**config.mk**
```make
export PLATFORM = sky130hd
export DESIGN_NAME = signed_integer_to_radix_symbols_flat
export DESIGN_NICKNAME = d
export VERILOG_FILES = /design/src/rtl/sirs_pkg.sv /design/src/rtl/sirs_ifs.sv /design/src/rtl/signed_integer_to_radix_symbols.sv /design/src/rtl/sirs_cfg.sv /design/src/rtl/sirs_dp.sv /design/src/rtl/sirs_ctrl.sv /design/src/flat_wrapper.sv
export VERILOG_INCLUDE_DIRS = /design/src /design/src/rtl
export SDC_FILE = /design/constraint.sdc
export NUM_CORES = 1
export LEC_CHECK = 0
export BUFFER_PORTS_ARGS = -buffer_cell sky130_fd_sc_hd__buf_4
export CORE_MARGIN = 3
export CORE_UTILIZATION = 55
export DETAILED_ROUTE_END_ITERATION = 16
export PLACE_DENSITY = 0.72
export SLEW_MARGIN = 20
export SYNTH_ARGS = -nofsm -noshare
export SYNTH_HDL_FRONTEND = slang
export SYNTH_SLANG_ARGS = --single-unit
```
**constraint.sdc**
```tcl
create_clock -name clk -period 4.25 [get_ports clk]
set_clock_uncertainty 0.05 [all_clocks]
set_input_delay 0.85 -clock clk [delete_from_list [all_inputs] [get_ports clk]]
set_output_delay 0.85 -clock clk [all_outputs]
set_load 0.005 [all_outputs]
```
**src/rtl/signed_integer_to_radix_symbols_macros.svh**
```systemverilog
// Assertion shorthands; every property is clocked on clk and held off during reset.
`ifndef SIGNED_INTEGER_TO_RADIX_SYMBOLS_MACROS_SVH
`define SIGNED_INTEGER_TO_RADIX_SYMBOLS_MACROS_SVH

// Same-cycle implication.
`define SIRS_ASSERT_NOW(lbl, ante, cons, msg) \
  lbl: assert property (@(posedge clk) disable iff (!rst_n) (ante) |-> (cons)) else $error(msg);

// Next-cycle implication.
`define SIRS_ASSERT_NEXT(lbl, ante, cons, msg) \
  lbl: assert property (@(posedge clk) disable iff (!rst_n) (ante) |=> (cons)) else $error(msg);

`endif

```
**src/rtl/sirs_pkg.sv**
```systemverilog
package sirs_pkg;

  localparam int VALUE_W  = 32;
  localparam int SYM_W    = 8;
  localparam int NUM_SYMS = 16;
  localparam int RADIX_W  = 5;
  localparam int DIGIT_W  = 4;
  localparam int MAX_DIGITS = 32;
  localparam int DPTR_W   = 5;
  localparam int BITCNT_W = 5;

  localparam int CFG_AW = 5;
  localparam int CFG_DW = 64;

  localparam logic [SYM_W-1:0] SYM_PLUS  = 8'h2B;
  localparam logic [SYM_W-1:0] SYM_MINUS = 8'h2D;

  localparam logic [RADIX_W-1:0] RADIX_RESET = 5'd10;
  localparam logic [RADIX_W-1:0] RADIX_MIN   = 5'd2;

  // Register index, taken from paddr[4:3].
  typedef enum logic [1:0] {
    REG_RADIX   = 2'd0,
    REG_SYM_LO  = 2'd1,
    REG_SYM_HI  = 2'd2,
    REG_UNUSED  = 2'd3
  } reg_idx_t;

  typedef logic [NUM_SYMS-1:0][SYM_W-1:0] sym_tbl_t;

  typedef struct packed {
    logic load;
    logic step;
    logic digit_end;
    logic emit_sign;
    logic emit_digit;
  } sirs_cmd_t;

  typedef struct packed {
    logic neg;
    logic quot_zero;
    logic idx_zero;
    logic out_free;
  } sirs_sts_t;

endpackage

```
**src/rtl/sirs_ifs.sv**
```systemverilog
interface sirs_in_if;
  logic                                valid;
  logic                                ready;
  logic signed [sirs_pkg::VALUE_W-1:0] value;

  modport source (output valid, output value, input ready);
  modport sink   (input valid, input value, output ready);
endinterface

interface sirs_out_if;
  logic                        valid;
  logic                        ready;
  logic [sirs_pkg::SYM_W-1:0]  symbol;
  logic                        last;

  modport source (output valid, output symbol, output last, input ready);
  modport sink   (input valid, input symbol, input last, output ready);
endinterface

```
**src/rtl/signed_integer_to_radix_symbols.sv**
```systemverilog
// Channel   Direction  Payload                   Handshake
// in_ch     sink       value (s32)               valid / ready
// out_ch    source     symbol (8), last (1)      valid / ready
// cfg_*     slave      radix, symbols lo/hi      APB write/read, pready tied high
//
// Each digit comes from a bit-serial restoring divider that runs over the whole
// 32-bit magnitude; a minus sign, if any, is sent ahead of the digits.
// Synchronous active-low reset; registers return to radix 10 and empty alphabet.
// One request is in flight at a time; out_ch stalls hold the emitter.
`include "signed_integer_to_radix_symbols_macros.svh"

module signed_integer_to_radix_symbols #(
  parameter int MAX_SYMBOLS = 16
) (
  input  logic                          clk,
  input  logic                          rst_n,
  sirs_in_if.sink                       in_ch,
  sirs_out_if.source                    out_ch,
  input  logic                          cfg_psel,
  input  logic                          cfg_penable,
  input  logic                          cfg_pwrite,
  input  logic [sirs_pkg::CFG_AW-1:0]   cfg_paddr,
  input  logic [sirs_pkg::CFG_DW-1:0]   cfg_pwdata,
  output logic [sirs_pkg::CFG_DW-1:0]   cfg_prdata,
  output logic                          cfg_pready
);
  import sirs_pkg::*;

  logic [RADIX_W-1:0] radix;
  sym_tbl_t           sym_tbl;
  logic               alpha_ok;
  sirs_cmd_t          cmd;
  sirs_sts_t          sts;

  assign cfg_pready = 1'b1;

  sirs_cfg #(
    .MAX_SYMBOLS (MAX_SYMBOLS)
  ) u_cfg (
    .clk      (clk),
    .rst_n    (rst_n),
    .psel     (cfg_psel),
    .penable  (cfg_penable),
    .pwrite   (cfg_pwrite),
    .paddr    (cfg_paddr),
    .pwdata   (cfg_pwdata),
    .prdata   (cfg_prdata),
    .radix    (radix),
    .sym_tbl  (sym_tbl),
    .alpha_ok (alpha_ok)
  );

  sirs_ctrl u_ctrl (
    .clk      (clk),
    .rst_n    (rst_n),
    .in_valid (in_ch.valid),
    .in_ready (in_ch.ready),
    .alpha_ok (alpha_ok),
    .sts      (sts),
    .cmd      (cmd)
  );

  sirs_dp u_dp (
    .clk        (clk),
    .rst_n      (rst_n),
    .cmd        (cmd),
    .sts        (sts),
    .in_value   (in_ch.value),
    .radix      (radix),
    .sym_tbl    (sym_tbl),
    .out_valid  (out_ch.valid),
    .out_ready  (out_ch.ready),
    .out_symbol (out_ch.symbol),
    .out_last   (out_ch.last)
  );

  `SIRS_ASSERT_NEXT(a_busy_after_accept, in_ch.valid && in_ch.ready, !in_ch.ready, "accepted request left block ready")
  `SIRS_ASSERT_NOW(a_minus_not_last, out_ch.valid && out_ch.symbol == SYM_MINUS, !out_ch.last, "minus sign flagged as last")
  `SIRS_ASSERT_NOW(a_no_zero_symbol, out_ch.valid, out_ch.symbol != '0, "zero symbol emitted")

endmodule

```
**src/rtl/sirs_cfg.sv**
```systemverilog
module sirs_cfg #(
  parameter int MAX_SYMBOLS = 16
) (
  input  logic                           clk,
  input  logic                           rst_n,
  input  logic                           psel,
  input  logic                           penable,
  input  logic                           pwrite,
  input  logic [sirs_pkg::CFG_AW-1:0]    paddr,
  input  logic [sirs_pkg::CFG_DW-1:0]    pwdata,
  output logic [sirs_pkg::CFG_DW-1:0]    prdata,
  output logic [sirs_pkg::RADIX_W-1:0]   radix,
  output sirs_pkg::sym_tbl_t             sym_tbl,
  output logic                           alpha_ok
);
  import sirs_pkg::*;

  logic [RADIX_W-1:0] radix_r;
  logic [CFG_DW-1:0]  sym_lo_r;
  logic [CFG_DW-1:0]  sym_hi_r;
  logic               alpha_ok_r;
  logic               alpha_ok_nxt;
  reg_idx_t           idx;
  logic               wr_en;

  assign idx   = reg_idx_t'(paddr[CFG_AW-1:3]);
  assign wr_en = psel && penable && pwrite;

  always_ff @(posedge clk) begin
    if (!rst_n) begin
      radix_r    <= RADIX_RESET;
      sym_lo_r   <= '0;
      sym_hi_r   <= '0;
      alpha_ok_r <= 1'b0;
    end else begin
      alpha_ok_r <= alpha_ok_nxt;
      if (wr_en) begin
        case (idx)
          REG_RADIX:  radix_r  <= pwdata[RADIX_W-1:0];
          REG_SYM_LO: sym_lo_r <= pwdata;
          REG_SYM_HI: sym_hi_r <= pwdata;
          default:    ;
        endcase
      end
    end
  end

  always_comb begin
    case (idx)
      REG_RADIX:  prdata = {{(CFG_DW-RADIX_W){1'b0}}, radix_r};
      REG_SYM_LO: prdata = sym_lo_r;
      REG_SYM_HI: prdata = sym_hi_r;
      default:    prdata = '0;
    endcase
  end

  assign sym_tbl = {sym_hi_r, sym_lo_r};

  // Reject short or oversized alphabets, sign or zero symbols, and duplicates in use.
  always_comb begin
    alpha_ok_nxt = 1'b1;
    if (radix_r < RADIX_MIN || radix_r > RADIX_W'(MAX_SYMBOLS)) begin
      alpha_ok_nxt = 1'b0;
    end
    for (int i = 0; i < MAX_SYMBOLS; i++) begin
      if (RADIX_W'(i) < radix_r) begin
        if (sym_tbl[i] == '0 || sym_tbl[i] == SYM_PLUS || sym_tbl[i] == SYM_MINUS) begin
          alpha_ok_nxt = 1'b0;
        end
        for (int j = i + 1; j < MAX_SYMBOLS; j++) begin
          if (RADIX_W'(j) < radix_r && sym_tbl[j] == sym_tbl[i]) begin
            alpha_ok_nxt = 1'b0;
          end
        end
      end
    end
  end

  assign radix    = radix_r;
  assign alpha_ok = alpha_ok_r;

endmodule

```
**src/rtl/sirs_dp.sv**
```systemverilog
module sirs_dp (
  input  logic                                clk,
  input  logic                                rst_n,
  input  sirs_pkg::sirs_cmd_t                 cmd,
  output sirs_pkg::sirs_sts_t                 sts,
  input  logic signed [sirs_pkg::VALUE_W-1:0] in_value,
  input  logic [sirs_pkg::RADIX_W-1:0]        radix,
  input  sirs_pkg::sym_tbl_t                  sym_tbl,
  output logic                                out_valid,
  input  logic                                out_ready,
  output logic [sirs_pkg::SYM_W-1:0]          out_symbol,
  output logic                                out_last
);
  import sirs_pkg::*;

  logic [VALUE_W-1:0] mag_r;
  logic [DIGIT_W-1:0] rem_r;
  logic               neg_r;
  logic [DIGIT_W-1:0] digits_r [MAX_DIGITS];
  logic [DPTR_W-1:0]  wp_r;
  logic [DPTR_W-1:0]  rd_r;
  logic               out_valid_r;
  logic [SYM_W-1:0]   out_symbol_r;
  logic               out_last_r;

  logic [VALUE_W-1:0] in_u;
  logic [RADIX_W-1:0] rem_s;
  logic               ge;
  logic [DIGIT_W-1:0] rem_step;
  logic [VALUE_W-1:0] quo_step;

  assign in_u = unsigned'(in_value);

  // One restoring-division bit per step.
  always_comb begin
    rem_s    = {rem_r, mag_r[VALUE_W-1]};
    ge       = (rem_s >= radix);
    rem_step = ge ? DIGIT_W'(rem_s - radix) : rem_s[DIGIT_W-1:0];
    quo_step = {mag_r[VALUE_W-2:0], ge};
  end

  always_ff @(posedge clk) begin
    if (cmd.load) begin
      neg_r <= in_u[VALUE_W-1];
      mag_r <= in_u[VALUE_W-1] ? (~in_u + VALUE_W'(1)) : in_u;
      rem_r <= '0;
      wp_r  <= '0;
    end else if (cmd.step) begin
      mag_r <= quo_step;
      if (cmd.digit_end) begin
        digits_r[wp_r] <= rem_step;
        rd_r  <= wp_r;
        wp_r  <= wp_r + DPTR_W'(1);
        rem_r <= '0;
      end else begin
        rem_r <= rem_step;
      end
    end else if (cmd.emit_digit) begin
      rd_r <= rd_r - DPTR_W'(1);
    end
  end

  always_ff @(posedge clk) begin
    if (!rst_n) begin
      out_valid_r <= 1'b0;
    end else if (cmd.emit_sign || cmd.emit_digit) begin
      out_valid_r <= 1'b1;
    end else if (out_ready) begin
      out_valid_r <= 1'b0;
    end
  end

  always_ff @(posedge clk) begin
    if (cmd.emit_sign) begin
      out_symbol_r <= SYM_MINUS;
      out_last_r   <= 1'b0;
    end else if (cmd.emit_digit) begin
      out_symbol_r <= sym_tbl[digits_r[rd_r]];
      out_last_r   <= (rd_r == '0);
    end
  end

  assign sts.neg       = neg_r;
  assign sts.quot_zero = (quo_step == '0);
  assign sts.idx_zero  = (rd_r == '0);
  assign sts.out_free  = !out_valid_r || out_ready;

  assign out_valid  = out_valid_r;
  assign out_symbol = out_symbol_r;
  assign out_last   = out_last_r;

endmodule

```
**src/rtl/sirs_ctrl.sv**
```systemverilog
module sirs_ctrl (
  input  logic                clk,
  input  logic                rst_n,
  input  logic                in_valid,
  output logic                in_ready,
  input  logic                alpha_ok,
  input  sirs_pkg::sirs_sts_t sts,
  output sirs_pkg::sirs_cmd_t cmd
);
  import sirs_pkg::*;

  typedef enum logic [2:0] {
    ST_IDLE,
    ST_CHECK,
    ST_DIV,
    ST_SIGN,
    ST_EMIT
  } state_t;

  state_t              state_r;
  logic [BITCNT_W-1:0] bit_cnt_r;
  logic                last_bit;

  assign last_bit = (bit_cnt_r == BITCNT_W'(VALUE_W - 1));
  assign in_ready = (state_r == ST_IDLE);

  always_comb begin
    cmd = '0;
    case (state_r)
      ST_IDLE:  cmd.load = in_valid;
      ST_DIV: begin
        cmd.step      = 1'b1;
        cmd.digit_end = last_bit;
      end
      ST_SIGN:  cmd.emit_sign  = sts.out_free;
      ST_EMIT:  cmd.emit_digit = sts.out_free;
      default:  ;
    endcase
  end

  always_ff @(posedge clk) begin
    if (!rst_n) begin
      state_r   <= ST_IDLE;
      bit_cnt_r <= '0;
    end else begin
      case (state_r)
        ST_IDLE: begin
          if (in_valid) begin
            state_r <= ST_CHECK;
          end
        end
        ST_CHECK: begin
          bit_cnt_r <= '0;
          state_r   <= alpha_ok ? ST_DIV : ST_IDLE;
        end
        ST_DIV: begin
          bit_cnt_r <= bit_cnt_r + BITCNT_W'(1);
          // Stop dividing once the quotient runs out.
          if (last_bit && sts.quot_zero) begin
            state_r <= sts.neg ? ST_SIGN : ST_EMIT;
          end
        end
        ST_SIGN: begin
          if (sts.out_free) begin
            state_r <= ST_EMIT;
          end
        end
        ST_EMIT: begin
          if (sts.out_free && sts.idx_zero) begin
            state_r <= ST_IDLE;
          end
        end
        default: state_r <= ST_IDLE;
      endcase
    end
  end

endmodule
```
**src/flat_wrapper.sv**
```systemverilog
// flat-port wrapper written by rule: the top's interface ports become plain ports
module signed_integer_to_radix_symbols_flat import sirs_pkg::*;
#(
  parameter int MAX_SYMBOLS = 16
)
  (clk, rst_n, cfg_psel, cfg_penable, cfg_pwrite, cfg_paddr, cfg_pwdata, cfg_prdata, cfg_pready, in_ch_valid, in_ch_value, in_ch_ready, out_ch_valid, out_ch_symbol, out_ch_last, out_ch_ready);
  sirs_in_if in_ch_i ();
  sirs_out_if out_ch_i ();
  input  logic clk;
  input  logic rst_n;
  input  logic cfg_psel;
  input  logic cfg_penable;
  input  logic cfg_pwrite;
  input  logic [sirs_pkg::CFG_AW-1:0] cfg_paddr;
  input  logic [sirs_pkg::CFG_DW-1:0] cfg_pwdata;
  output logic [sirs_pkg::CFG_DW-1:0] cfg_prdata;
  output logic cfg_pready;
  input wire logic [$bits(in_ch_i.valid)-1:0] in_ch_valid;
  input wire logic [$bits(in_ch_i.value)-1:0] in_ch_value;
  output wire logic [$bits(in_ch_i.ready)-1:0] in_ch_ready;
  output wire logic [$bits(out_ch_i.valid)-1:0] out_ch_valid;
  output wire logic [$bits(out_ch_i.symbol)-1:0] out_ch_symbol;
  output wire logic [$bits(out_ch_i.last)-1:0] out_ch_last;
  input wire logic [$bits(out_ch_i.ready)-1:0] out_ch_ready;
  assign in_ch_i.valid = in_ch_valid;
  assign in_ch_i.value = in_ch_value;
  assign in_ch_ready = in_ch_i.ready;
  assign out_ch_valid = out_ch_i.valid;
  assign out_ch_symbol = out_ch_i.symbol;
  assign out_ch_last = out_ch_i.last;
  assign out_ch_i.ready = out_ch_ready;
  signed_integer_to_radix_symbols #(.MAX_SYMBOLS(MAX_SYMBOLS)) u_core (.clk(clk), .rst_n(rst_n), .in_ch(in_ch_i), .out_ch(out_ch_i), .cfg_psel(cfg_psel), .cfg_penable(cfg_penable), .cfg_pwrite(cfg_pwrite), .cfg_paddr(cfg_paddr), .cfg_pwdata(cfg_pwdata), .cfg_prdata(cfg_prdata), .cfg_pready(cfg_pready));
endmodule
```
==> impl_metrics.tcl <==
set metrics [dict create \
    postSynthCellCount 3224 \
    synthFlopType "edfxtp_1" \
    die_y_um 233 \
    grt_pass1_wl_um 179000 \
    die_w_um 233 \
    cts.path.max_buffers 3 \
    cts_root_buf "clkbuf_16" \
    place.gp.congestion 1.07 \
    syn-num-nets 3347 \
    switching_share_pct 26.7 \
    worst_ep_required_time_ns 4.72 \
    cts_setup_buffers 0 \
    final_core_util_pct 64.2 \
    cp_max_fo 56 \
    drive_above_1_share_pct 16.6 \
    max_freq_mhz 281 \
    p_leak_nw 13.7 \
    outcome "complete, no violations" \
    ios 184 \
    areaGrowthSynthToFinish_pct 14.4 \
    p_sw_w 0.00212 \
    nNetsFinal 3445 \
    via_per_inst 6.75 \
    yosys_register_bits 332 \
    synth.distinct_cells 66 \
    rsz0062_at_grt "no" \
    cts_buffers 37 \
    avgSynthCellArea_um2 8.79 \
    synth_seq_area_share_pct 29.3 \
    grt_usage_pct 44.7 \
    p_int_w 0.00581 \
    start_util_pct 56.1 \
    arrival_ns 4.03 \
    cp-endpoint "u_core.u_dp.out_symbol[7]" \
    synth_top_cell_by_area "xnor2_1" \
    coreArea_um2 50500 \
    htreeDepth 2 \
    r2r_cells 10 \
    cts.hold.buffers_added 0 \
    first_pass_iters 8 \
    drc 0 \
    synth_edf_count 166 \
    grt_max_degree 92 \
    cts_sinks 332 \
    powerDensity_nw_per_um2 245 \
    period_share_pct 83.8 \
    drtIter0Drc 3565 \
    hold_path_class "primary input to flop" \
    worst_pin_slew_ns 1.22 \
    cts_tree "built" \
    critPathMaxStageDelay_ns 0.61 \
    multiInputGateArea_um2 18600 \
    vias 27200 \
    numPortBuffers 179 \
    wl_um 124000 \
    setup_viol 0 \
    vdd_drop_max_uv 445 \
    endpoint_kind "flop" \
    clkTransAtPathRegs_ns 0.07 \
    wl_per_cell_um 30.7 \
    antenna_found_initial 6 \
    place_hpwl_um 84200 \
    grt_pass1_vias 26400 \
    syn_area_um2 28300 \
    fin_setup_tns_ns 0 \
    worstSkewPairLatency_ns 0.61 \
    r2r_setup_slack_ns 0.69 \
    synth_top_area_share_pct 18.3 \
    rows 82 \
    reg2reg_to "u_core.u_dp.out_symbol[7]" \
    drv_cap 0 \
    clkPwrFrac_pct 43.3 \
    fillCellCount 4225 \
    synthArstFlopShare_pct 0 \
    crit_type "flop to flop" \
    grt_overflow 0 \
    regArea_um2 8320 \
    maxSlewViolCount 0 \
    cp_cell_sequence "buf_12 -> mux4_2 -> mux2i_1 -> nor3_1 -> nor3_2 -> buf_12 -> mux2i_1 -> mux2i_1 -> mux2_2 -> a221o_1" \
    ant_nets 0 \
    die_area_um2 54300 \
    ys_top_cells_by_area "xnor2_1 18%, edfxtp_1 18%, xor2_1 13%, dfxtp_1 12%, nand2_1 4.5%" \
    relSlewSlack_pct 18.7 \
    final-hold-violation-count 0 \
    cpMostUsedCell "mux2i_1" \
    cp-start-kind "flop" \
    seqPwrFrac_pct 43.8 \
    cts_resized 0 \
    crit_path_top_delay_cell "dfxtp_2" \
    synth_warnings 0 \
    pwr-share-comb_pct 12.9 \
    fin_crit_ns 3.56 \
]
[worst min-delay path by stage]
| stage | slack, ns | end | cells past startpoint | from |
|---|---|---|---|---|
| after floorplan | 0.41 | u_core.u_dp.out_last | 2 | u_core.u_dp.out_last |
| after global placement | 0.44 | u_core.u_cfg.sym_lo_r[49] | 2 | u_core.u_cfg.sym_lo_r[49] |
| after detailed placement | 0.43 | u_core.u_cfg.sym_lo_r[19] | 2 | u_core.u_cfg.sym_lo_r[19] |
| after CTS | 0.45 | u_core.u_cfg.sym_lo_r[34] | 3 | cfg_pwdata[34] |
| after global routing | 0.47 | u_core.u_cfg.sym_hi_r[55] | 3 | cfg_pwdata[55] |
| final | 0.44 | u_core.u_cfg.sym_lo_r[34] | 3 | cfg_pwdata[34] |
[worst max-delay path, delay by kind of cell (launching register included)]
family          cells  cell delay (ns)
compound gates      1             0.28
buf+inv             2             0.63
flops               1             0.61
mux                 5             1.48
simple gates        2             0.35
[power groups by stage]
stage | sequential (W) | combinational [W] | clock (W)
after floorplan | 0.00348 | 0.000629 | 0
after global placement | 0.00354 | 0.000955 | 0
after detailed placement | 0.00354 | 0.000978 | 0
after CTS | 0.00347 | 0.000983 | 0.00346
after global routing | 0.00348 | 0.00108 | 0.00358
final | 0.00348 | 0.00102 | 0.00344
[flip-flops by register name (all words and copies together), names as in the netlist, 8 cells and up, named ones only]
signal                  flops
u_core.u_cfg.sym_hi_r      64
u_core.u_dp.out_symbol      8
u_core.u_cfg.sym_lo_r      64
u_core.u_dp.mag_r          32
u_core.u_dp.digits_r      128
[cell type report]
cell class	count	share of cell area (%)
Inverter	24	0.278
Sequential cell	332	25.7
Timing Repair Buffer	426	10.1
Clock inverter	19	0.784
Tap cell	672	2.59
Antenna cell	1	0.00772
Clock buffer	48	3.20
Multi-Input combinational cell	2501	57.3
[per-layer routing]
layer / wire (µm) / vias to the layer above / GRT usage (%)
met1: 43100 / 13000 / 53.4
met5: 71 / - / 0
met2: 52800 / 2062 / 67.1
met3: 15700 / 724 / 13.6
li1: - / 11400 / -
met4: 11900 / 12 / 34.4
[cell usage in the layout, fill, tap and decap left out, drive strengths merged, types with 69 or more instances in the layout]
| cell type | count |
|---|---|
| edfxtp | 166 |
| nor2 | 82 |
| a21boi | 130 |
| nor4 | 119 |
| nand2 | 342 |
| xnor2 | 592 |
| nand4 | 149 |
| mux2i | 123 |
| xor2 | 421 |
| o21ai | 69 |
| buf | 426 |
| dfxtp | 166 |
[metrics by stage]
stage,instance area [µm²],hold WS (ns),instances,setup slack [ns],total power [W]
2_1_floorplan,28300,0.410,3224,0.627,0.00411
3_3_place_gp,31100,0.441,3955,0.369,0.00449
3_5_place_dp,31100,0.432,3955,0.372,0.00452
4_1_cts,32400,0.449,4022,0.723,0.00791
5_1_grt,32400,0.469,4022,0.598,0.00813
6_report,32400,0.443,4023,0.687,0.00794
[synth_stat cells, types with 82 or more instances]
master,n
dfxtp_1,166
clkbuf_1,169
a21boi_0,130
buf_1,175
xor2_1,421
nand2_1,342
nor2_1,82
nor4_1,119
xnor2_1,592
mux2i_1,123
nand4_1,149
edfxtp_1,166
[logic make-up after synthesis]
group / synth area share [%]
XOR/XNOR: 31.3
AO/OA/AOI/OAI: 10.7
adder cells (fa/ha/maj): 0.689
AND/OR/NAND/NOR: 15.5
other: 0.0132
buffers and inverters: 5.32
flip-flops: 29.3
multiplexers: 7.17
Power figures use the tool's default switching activity.
